### src/rtl/mcs_pkg.sv
// Shared constants and types for the maximum clique search block.
package mcs_pkg;

  localparam int MAX_VERTICES = 64;
  localparam int VTX_W        = $clog2(MAX_VERTICES);
  localparam int CNT_W        = $clog2(MAX_VERTICES + 1);

  localparam logic [CNT_W-1:0] VCOUNT_RESET = CNT_W'(51);
  localparam logic [CNT_W-1:0] MAX_CNT      = CNT_W'(MAX_VERTICES);

  localparam logic MODE_WRITE  = 1'b0;
  localparam logic MODE_SEARCH = 1'b1;

  typedef struct packed {
    logic             en;
    logic [VTX_W-1:0] row;
    logic [VTX_W-1:0] column;
    logic             edge_present;
  } adj_wr_t;

  typedef struct packed {
    logic             include_ok;
    logic             better;
    logic             bound_ok;
    logic [CNT_W-1:0] size_adj;
  } step_status_t;

endpackage

### src/rtl/mcs_step_unit.sv
// Shared evaluation unit: adjacency check, size adjust, bound and leaf compares.
module mcs_step_unit (
  input  logic [mcs_pkg::MAX_VERTICES-1:0] cur_set_i,
  input  logic [mcs_pkg::MAX_VERTICES-1:0] adj_row_i,
  input  logic [mcs_pkg::CNT_W-1:0]        size_i,
  input  logic [mcs_pkg::CNT_W-1:0]        best_cnt_i,
  input  logic [mcs_pkg::CNT_W-1:0]        depth_i,
  input  logic [mcs_pkg::CNT_W-1:0]        n_i,
  input  logic                             dec_i,
  output mcs_pkg::step_status_t            status_o
);
  import mcs_pkg::*;

  logic [CNT_W:0] bound_sum;

  always_comb begin
    status_o.include_ok = ((cur_set_i & ~adj_row_i) == '0);
    status_o.better     = (size_i > best_cnt_i);
    status_o.size_adj   = dec_i ? (size_i - CNT_W'(1)) : size_i;
    bound_sum = {1'b0, status_o.size_adj} + {1'b0, n_i} - {1'b0, depth_i}
                - (CNT_W+1)'(1);
    status_o.bound_ok   = (bound_sum > {1'b0, best_cnt_i});
  end

endmodule

### src/rtl/mcs_search_ctrl.sv
// Depth-first branch-and-bound sequencer around the shared step unit.
module mcs_search_ctrl (
  input  logic                             clk_i,
  input  logic                             rst_ni,
  input  logic                             start_i,
  input  logic [mcs_pkg::CNT_W-1:0]        vcount_i,
  input  logic                             out_free_i,
  input  logic [mcs_pkg::MAX_VERTICES-1:0] adj_row_i,
  output logic                             rd_en_o,
  output logic [mcs_pkg::VTX_W-1:0]        rd_addr_o,
  output logic                             idle_o,
  output logic                             res_valid_o,
  output logic [mcs_pkg::MAX_VERTICES-1:0] res_members_o,
  output logic [mcs_pkg::CNT_W-1:0]        res_size_o
);
  import mcs_pkg::*;

  localparam logic [1:0] S_IDLE  = 2'd0;
  localparam logic [1:0] S_FETCH = 2'd1;
  localparam logic [1:0] S_STEP  = 2'd2;
  localparam logic [1:0] S_DONE  = 2'd3;

  logic [1:0]              state_q, state_d;
  logic [CNT_W-1:0]        depth_q, depth_d;
  logic                    enter_q, enter_d;
  logic [MAX_VERTICES-1:0] cur_q, cur_d;
  logic [CNT_W-1:0]        size_q, size_d;
  logic [MAX_VERTICES-1:0] best_q, best_d;
  logic [CNT_W-1:0]        bcnt_q, bcnt_d;
  logic [CNT_W-1:0]        n_q, n_d;

  logic [MAX_VERTICES-1:0] depth_bit;
  logic                    cur_bit;
  step_status_t            st;

  assign depth_bit = MAX_VERTICES'(1) << depth_q[VTX_W-1:0];
  assign cur_bit   = cur_q[depth_q[VTX_W-1:0]];

  mcs_step_unit u_step (
    .cur_set_i  (cur_q),
    .adj_row_i  (adj_row_i),
    .size_i     (size_q),
    .best_cnt_i (bcnt_q),
    .depth_i    (depth_q),
    .n_i        (n_q),
    .dec_i      (!enter_q && cur_bit),
    .status_o   (st)
  );

  always_comb begin
    logic up;
    up      = 1'b0;
    state_d = state_q;
    depth_d = depth_q;
    enter_d = enter_q;
    cur_d   = cur_q;
    size_d  = size_q;
    best_d  = best_q;
    bcnt_d  = bcnt_q;
    n_d     = n_q;
    case (state_q)
      S_IDLE: begin
        if (start_i) begin
          cur_d   = '0;
          size_d  = '0;
          best_d  = '0;
          bcnt_d  = '0;
          depth_d = '0;
          enter_d = 1'b1;
          n_d     = (vcount_i > MAX_CNT) ? MAX_CNT : vcount_i;
          state_d = S_FETCH;
        end
      end
      S_FETCH: begin
        state_d = S_STEP;
      end
      S_STEP: begin
        if (depth_q >= n_q) begin
          if (st.better) begin
            best_d = cur_q;
            bcnt_d = size_q;
          end
          up = 1'b1;
        end else if (enter_q && st.include_ok) begin
          cur_d   = cur_q | depth_bit;
          size_d  = size_q + CNT_W'(1);
          depth_d = depth_q + CNT_W'(1);
          state_d = S_FETCH;
        end else if (!enter_q && !cur_bit) begin
          up = 1'b1;
        end else begin
          cur_d  = cur_q & ~depth_bit;
          size_d = st.size_adj;
          if (st.bound_ok) begin
            depth_d = depth_q + CNT_W'(1);
            enter_d = 1'b1;
            state_d = S_FETCH;
          end else begin
            up = 1'b1;
          end
        end
        if (up) begin
          if (depth_q == '0) begin
            state_d = S_DONE;
          end else begin
            depth_d = depth_q - CNT_W'(1);
            enter_d = 1'b0;
          end
        end
      end
      S_DONE: begin
        if (out_free_i) begin
          state_d = S_IDLE;
        end
      end
      default: begin
        state_d = S_IDLE;
      end
    endcase
  end

  always_ff @(posedge clk_i or negedge rst_ni) begin
    if (!rst_ni) begin
      state_q <= S_IDLE;
      depth_q <= '0;
      enter_q <= 1'b0;
      size_q  <= '0;
      bcnt_q  <= '0;
      n_q     <= '0;
    end else begin
      state_q <= state_d;
      depth_q <= depth_d;
      enter_q <= enter_d;
      size_q  <= size_d;
      bcnt_q  <= bcnt_d;
      n_q     <= n_d;
    end
  end

  always_ff @(posedge clk_i) begin
    cur_q  <= cur_d;
    best_q <= best_d;
  end

  assign rd_en_o       = (state_q == S_FETCH);
  assign rd_addr_o     = depth_q[VTX_W-1:0];
  assign idle_o        = (state_q == S_IDLE);
  assign res_valid_o   = (state_q == S_DONE) && out_free_i;
  assign res_members_o = best_q;
  assign res_size_o    = bcnt_q;

endmodule
### config.mk
export PLATFORM = sky130hd
export DESIGN_NAME = mcs_search_ctrl
export DESIGN_NICKNAME = d
export VERILOG_FILES = /design/src/rtl/mcs_pkg.sv /design/src/rtl/mcs_step_unit.sv /design/src/rtl/mcs_search_ctrl.sv
export SDC_FILE = /design/constraint.sdc
export NUM_CORES = 1
export LEC_CHECK = 0
export BUFFER_PORTS_ARGS = -buffer_cell sky130_fd_sc_hd__buf_2
export CORE_AREA = 2 2 200 202
export CTS_BUF_LIST = sky130_fd_sc_hd__clkbuf_2 sky130_fd_sc_hd__clkbuf_4 sky130_fd_sc_hd__clkbuf_8
export CTS_CLUSTER_DIAMETER = 150
export DETAILED_ROUTE_END_ITERATION = 10
export DIE_AREA = 0 0 202 204
export MAX_ROUTING_LAYER = met4
export PLACE_DENSITY_LB_ADDON = 0.15
export REMOVE_ABC_BUFFERS = 1
export SLEW_MARGIN = 40
export SYNTH_ARGS = -nofsm -noshare
export SYNTH_HDL_FRONTEND = slang
export SYNTH_HIERARCHICAL = 1
export SYNTH_SLANG_ARGS = --single-unit
### constraint.sdc
create_clock -name clk_i -period 15.1 [get_ports clk_i]
set_input_delay 0.755 -clock clk_i [delete_from_list [all_inputs] [get_ports clk_i]]
set_output_delay 0.755 -clock clk_i [all_outputs]
set_load 0.02 [all_outputs]
==> flow_results.xml <==
<?xml version="1.0" encoding="UTF-8"?>
<metrics>
  <group name="clocking">
    <metric name="hold_buf_cts" unit="">0</metric>
    <metric name="cts_setup_buffers" unit="">0</metric>
    <metric name="clk_pin_slew" unit="ns">0.11</metric>
    <metric name="cts-buffers-inserted" unit="">17</metric>
    <metric name="cts_buffer_depth" unit="">2</metric>
    <metric name="post_cts_resize_count" unit="">0</metric>
    <metric name="cts_max_level" unit="">4</metric>
    <metric name="cts.root.buffer_cell" unit="">sky130_fd_sc_hd__clkbuf_8</metric>
    <metric name="tritoncts_clock_tree" unit="">done</metric>
    <metric name="worstSkewPairLatency" unit="ns">0.50</metric>
    <metric name="number_of_clock_sinks" unit="">159</metric>
  </group>
  <group name="critical_path">
    <metric name="crit_path_cells" unit="">buf_4 -&gt; nor2b_2 -&gt; a22oi_1 -&gt; nand4_1 -&gt; a31oi_1 -&gt; nor2_1 -&gt; nor4b_1 -&gt; xnor2_1 -&gt; fa_1 -&gt; inv_1 -&gt; ha_1 -&gt; nand2_1 -&gt; o211ai_1 -&gt; a21oi_1 -&gt; xnor2_1 -&gt; ha_1 -&gt; a21oi_1 -&gt; nand2_1 -&gt; a41oi_1 -&gt; o211ai_1 -&gt; nand2b_1 -&gt; and2_1 -&gt; or4_1 -&gt; nand4_1</metric>
    <metric name="critical-path-slowest-cell" unit="">sky130_fd_sc_hd__dfrtp_1</metric>
    <metric name="cp-end-kind" unit="">register</metric>
    <metric name="crit_path_max_incr_delay" unit="ns">0.55</metric>
    <metric name="critPathMaxFanout" unit="">21</metric>
    <metric name="critical_path.n_buffers_inverters" unit="">2</metric>
    <metric name="path_class" unit="">register to register</metric>
    <metric name="worst_endpoint_required_time" unit="ns">15.52</metric>
    <metric name="crit_arrival" unit="ns">6.76</metric>
    <metric name="startpoint_type" unit="">register</metric>
    <metric name="cp_top_family" unit="">simple AND/OR/NAND/NOR gates</metric>
  </group>
  <group name="sta">
    <metric name="report.final.setup_viol" unit="">0</metric>
    <metric name="finClkSkew" unit="ns">0.0202</metric>
    <metric name="timing.final.hold_violations" unit="">0</metric>
    <metric name="maxSlewHeadroom" unit="%">42.5</metric>
    <metric name="fin_crit_sh" unit="%">42.0</metric>
    <metric name="rsz0062_at_grt" unit="">false</metric>
    <metric name="max_slew.worst_pin.slew" unit="ns">0.861</metric>
    <metric name="max_freq" unit="MHz">158</metric>
    <metric name="final.setup.tns" unit="ns">0</metric>
    <metric name="finalMaxSlewViolations" unit="">0</metric>
    <metric name="post-route-min-period" unit="ns">6.33</metric>
  </group>
  <group name="pwr">
    <metric name="report.power.total" unit="mW">2.70</metric>
    <metric name="worst_ir_drop_vdd" unit="uV">137</metric>
    <metric name="p_int" unit="mW">1.40</metric>
    <metric name="power_density" unit="nW/um^2">238</metric>
    <metric name="cellLeakagePower" unit="nW">4.33</metric>
    <metric name="power.share.switching" unit="%">48.2</metric>
    <metric name="power.share.combinational" unit="%">51.4</metric>
    <metric name="net-switching-power" unit="mW">1.30</metric>
    <metric name="power.clock.fraction" unit="%">12.4</metric>
    <metric name="power.share.sequential" unit="%">36.2</metric>
  </group>
  <group name="floorplanning">
    <metric name="core_area" unit="um^2">39200</metric>
    <metric name="initial_utilization" unit="%">24.7</metric>
    <metric name="cell_rows" unit="">73</metric>
    <metric name="floorplan.die_area" unit="um^2">41200</metric>
    <metric name="die-width" unit="um">202</metric>
    <metric name="die_h" unit="um">204</metric>
    <metric name="num_io_pins" unit="">155</metric>
  </group>
  <group name="route">
    <metric name="route.vias.total" unit="">7721</metric>
    <metric name="drc" unit="">0</metric>
    <metric name="first_iter_violations" unit="">611</metric>
    <metric name="route.final.wire_length" unit="mm">34.4</metric>
    <metric name="dr.pass1.iters" unit="">5</metric>
    <metric name="ant_nets" unit="">0</metric>
    <metric name="wirelength_per_cell" unit="um">21.3</metric>
    <metric name="routed_via_density" unit="">4.77</metric>
  </group>
  <group name="placed_design">
    <metric name="io_buffers" unit="">154</metric>
    <metric name="dpl.cell_count" unit="">1589</metric>
    <metric name="detailed_place_hpwl" unit="mm">24.2</metric>
    <metric name="gp_congestion" unit="">0.837</metric>
  </group>
  <group name="finish">
    <metric name="filler_cell_count" unit="">4142</metric>
    <metric name="area_growth_syn_to_layout" unit="%">17.2</metric>
    <metric name="nets" unit="">1203</metric>
    <metric name="post-route-util" unit="%">29.0</metric>
    <metric name="post_route_cells_drive_above_1_share" unit="%">21.5</metric>
    <metric name="num_antenna_cells" unit="">0</metric>
    <metric name="stdcell_count" unit="">1620</metric>
  </group>
  <group name="global_route">
    <metric name="globalRouteMet3Util" unit="%">2.98</metric>
    <metric name="grt_remaining_overflow" unit="">0</metric>
    <metric name="grt_antenna_before_repair" unit="">0</metric>
    <metric name="busiest_layer" unit="">met2</metric>
    <metric name="use_met2" unit="%">27.0</metric>
    <metric name="grt_first_pass_wirelength" unit="mm">51.5</metric>
    <metric name="globalRouteTotalUtil" unit="%">17.4</metric>
    <metric name="groute.layer.met1.usage" unit="%">23.7</metric>
    <metric name="grt_start_max_net_pins" unit="">87</metric>
    <metric name="grt_pass1_vias" unit="">7603</metric>
  </group>
  <group name="yosys">
    <metric name="synth-seq-area-share" unit="%">47.7</metric>
    <metric name="synth_cell_types" unit="">63</metric>
    <metric name="yosys_warning_count" unit="">6</metric>
    <metric name="postSynthAreaPerCell" unit="um^2">10.1</metric>
    <metric name="postSynth.asyncResetShare" unit="%">19.5</metric>
    <metric name="synth_seq_cells" unit="">159</metric>
    <metric name="synth_flop_cell" unit="">sky130_fd_sc_hd__edfxtp_1</metric>
    <metric name="netlist_instances" unit="">960</metric>
    <metric name="synthesis.area" unit="um^2">9690</metric>
    <metric name="synth-edff-count" unit="">128</metric>
  </group>
  <group name="status">
    <metric name="outcome" unit="">complete, no violations</metric>
  </group>
  <group name="flow_run">
    <metric name="drv_cap" unit="">0</metric>
  </group>
  <group name="worst_hold_path">
    <metric name="worstHoldPathType" unit="">primary input to asynchronous set/reset pin</metric>
  </group>
</metrics>
[final timing paths]
check | end | cells past startpoint | start | slack [ns]
max in group asynchronous | depth_q[1] | 1 | rst_ni | 14.53
min in group clk_i | n_q[0] | 3 | vcount_i[0] | 0.49
min | res_size_o[2] | 1 | rst_ni | 0.21
min reg2reg | res_size_o[6] | 2 | res_size_o[6] | 0.52
max reg2reg | depth_q[1] | 24 | depth_q[3] | 8.77
max | depth_q[1] | 24 | depth_q[3] | 8.77
[logic make-up (layout without fill, tap and decap cells)]
logic type,count (synthesis),after routing,share of synthesized area [%]
mux,28,28,3.93
buf+inv,128,263,5.50
simple gates,348,348,20.3
xor+xnor,13,13,1.18
compound gates,239,239,15.0
flops,159,159,47.7
fa+ha+maj,45,45,6.43
[power groups by stage]
stage,Sequential (mW),Combinational [mW],Clock (mW)
final,0.978,1.39,0.334
after global routing,1.00,1.55,0.364
after CTS,0.983,1.40,0.346
after detailed placement,0.993,1.39,0
after global placement,0.993,1.38,0
after floorplan,0.940,0.890,0
[cell usage after synthesis (11+ instances only)]
cell                         n  area (um^2)
sky130_fd_sc_hd__o21ai_0    84          420
sky130_fd_sc_hd__nand2b_1   11         68.8
sky130_fd_sc_hd__ha_1       37          463
sky130_fd_sc_hd__and2_1     72          450
sky130_fd_sc_hd__mux2i_1    20          200
sky130_fd_sc_hd__nand2_1    62          233
sky130_fd_sc_hd__edfxtp_1  128         3840
sky130_fd_sc_hd__inv_1      65          244
sky130_fd_sc_hd__or3_1      33          206
sky130_fd_sc_hd__nand4_1    25          156
sky130_fd_sc_hd__nand3_1    30          150
sky130_fd_sc_hd__dfrtp_1    31          776
sky130_fd_sc_hd__clkbuf_1   43          161
sky130_fd_sc_hd__nor2b_1    54          338
sky130_fd_sc_hd__a21oi_1    88          440
sky130_fd_sc_hd__nor2_1     26         97.6
[sequential cells by signal (all words and copies together), names as in the netlist]
| signal | count |
|---|---|
| n_q | 7 |
| res_members_o | 64 |
| state_q | 2 |
| enter_q | 1 |
| size_q | 7 |
| cur_q | 64 |
| depth_q | 7 |
| res_size_o | 7 |
[stage by stage]
step / setup WS [ns] / hold WS, ns / instance area [um^2]
floorplan: 9.09 / 0.459 / 9400
global placement: 8.77 / 0.492 / 10900
detailed placement: 8.62 / 0.492 / 11000
CTS: 8.57 / 0.195 / 11300
global route: 8.24 / 0.205 / 11300
finish: 8.77 / 0.205 / 11300
[cells in the final DEF, fill, tap and decap left out, drive strengths merged, types with 6 or more instances in the layout]
| cell | netlist | layout |
|---|---|---|
| fa | 8 | 8 |
| nand2b | 11 | 11 |
| edfxtp | 128 | 128 |
| nor2b | 58 | 58 |
| a2111oi | 16 | 16 |
| xnor2 | 8 | 8 |
| and3 | 7 | 7 |
| inv | 67 | 73 |
| nand2 | 62 | 62 |
| buf | 18 | 165 |
| nand4 | 25 | 25 |
| and2 | 72 | 72 |
| o21ai | 87 | 87 |
| nand3b | 7 | 7 |
| nand3 | 30 | 30 |
| a21oi | 89 | 89 |
| a22oi | 7 | 7 |
| mux2i | 20 | 20 |
| nor2 | 27 | 27 |
| clkbuf | 43 | 17 |
| or3 | 33 | 33 |
| o31ai | 6 | 6 |
| mux4 | 8 | 8 |
| ha | 37 | 37 |
| dfrtp | 31 | 31 |
[routing by layer]
layer	wire (um)	part of all wire, %	up-vias
li1	-	-	3714
met5	0	0	-
met1	16500	48	3776
met2	16100	47	208
met3	1460	4.2	23
met4	450	1.3	0
[cell type report]
type                    instances  area, um^2  share of cell area [%]
flip-flops and latches        159        4620                    40.7
inverters                      67         251                    2.22
clock buffers                  17         234                    2.06
repair buffers                165         871                    7.67
clock inverters                14         153                    1.34
multi-input cells             673        4560                    40.2
well taps                     525         657                    5.79
Note: power is estimated with default switching activity, not from simulation.
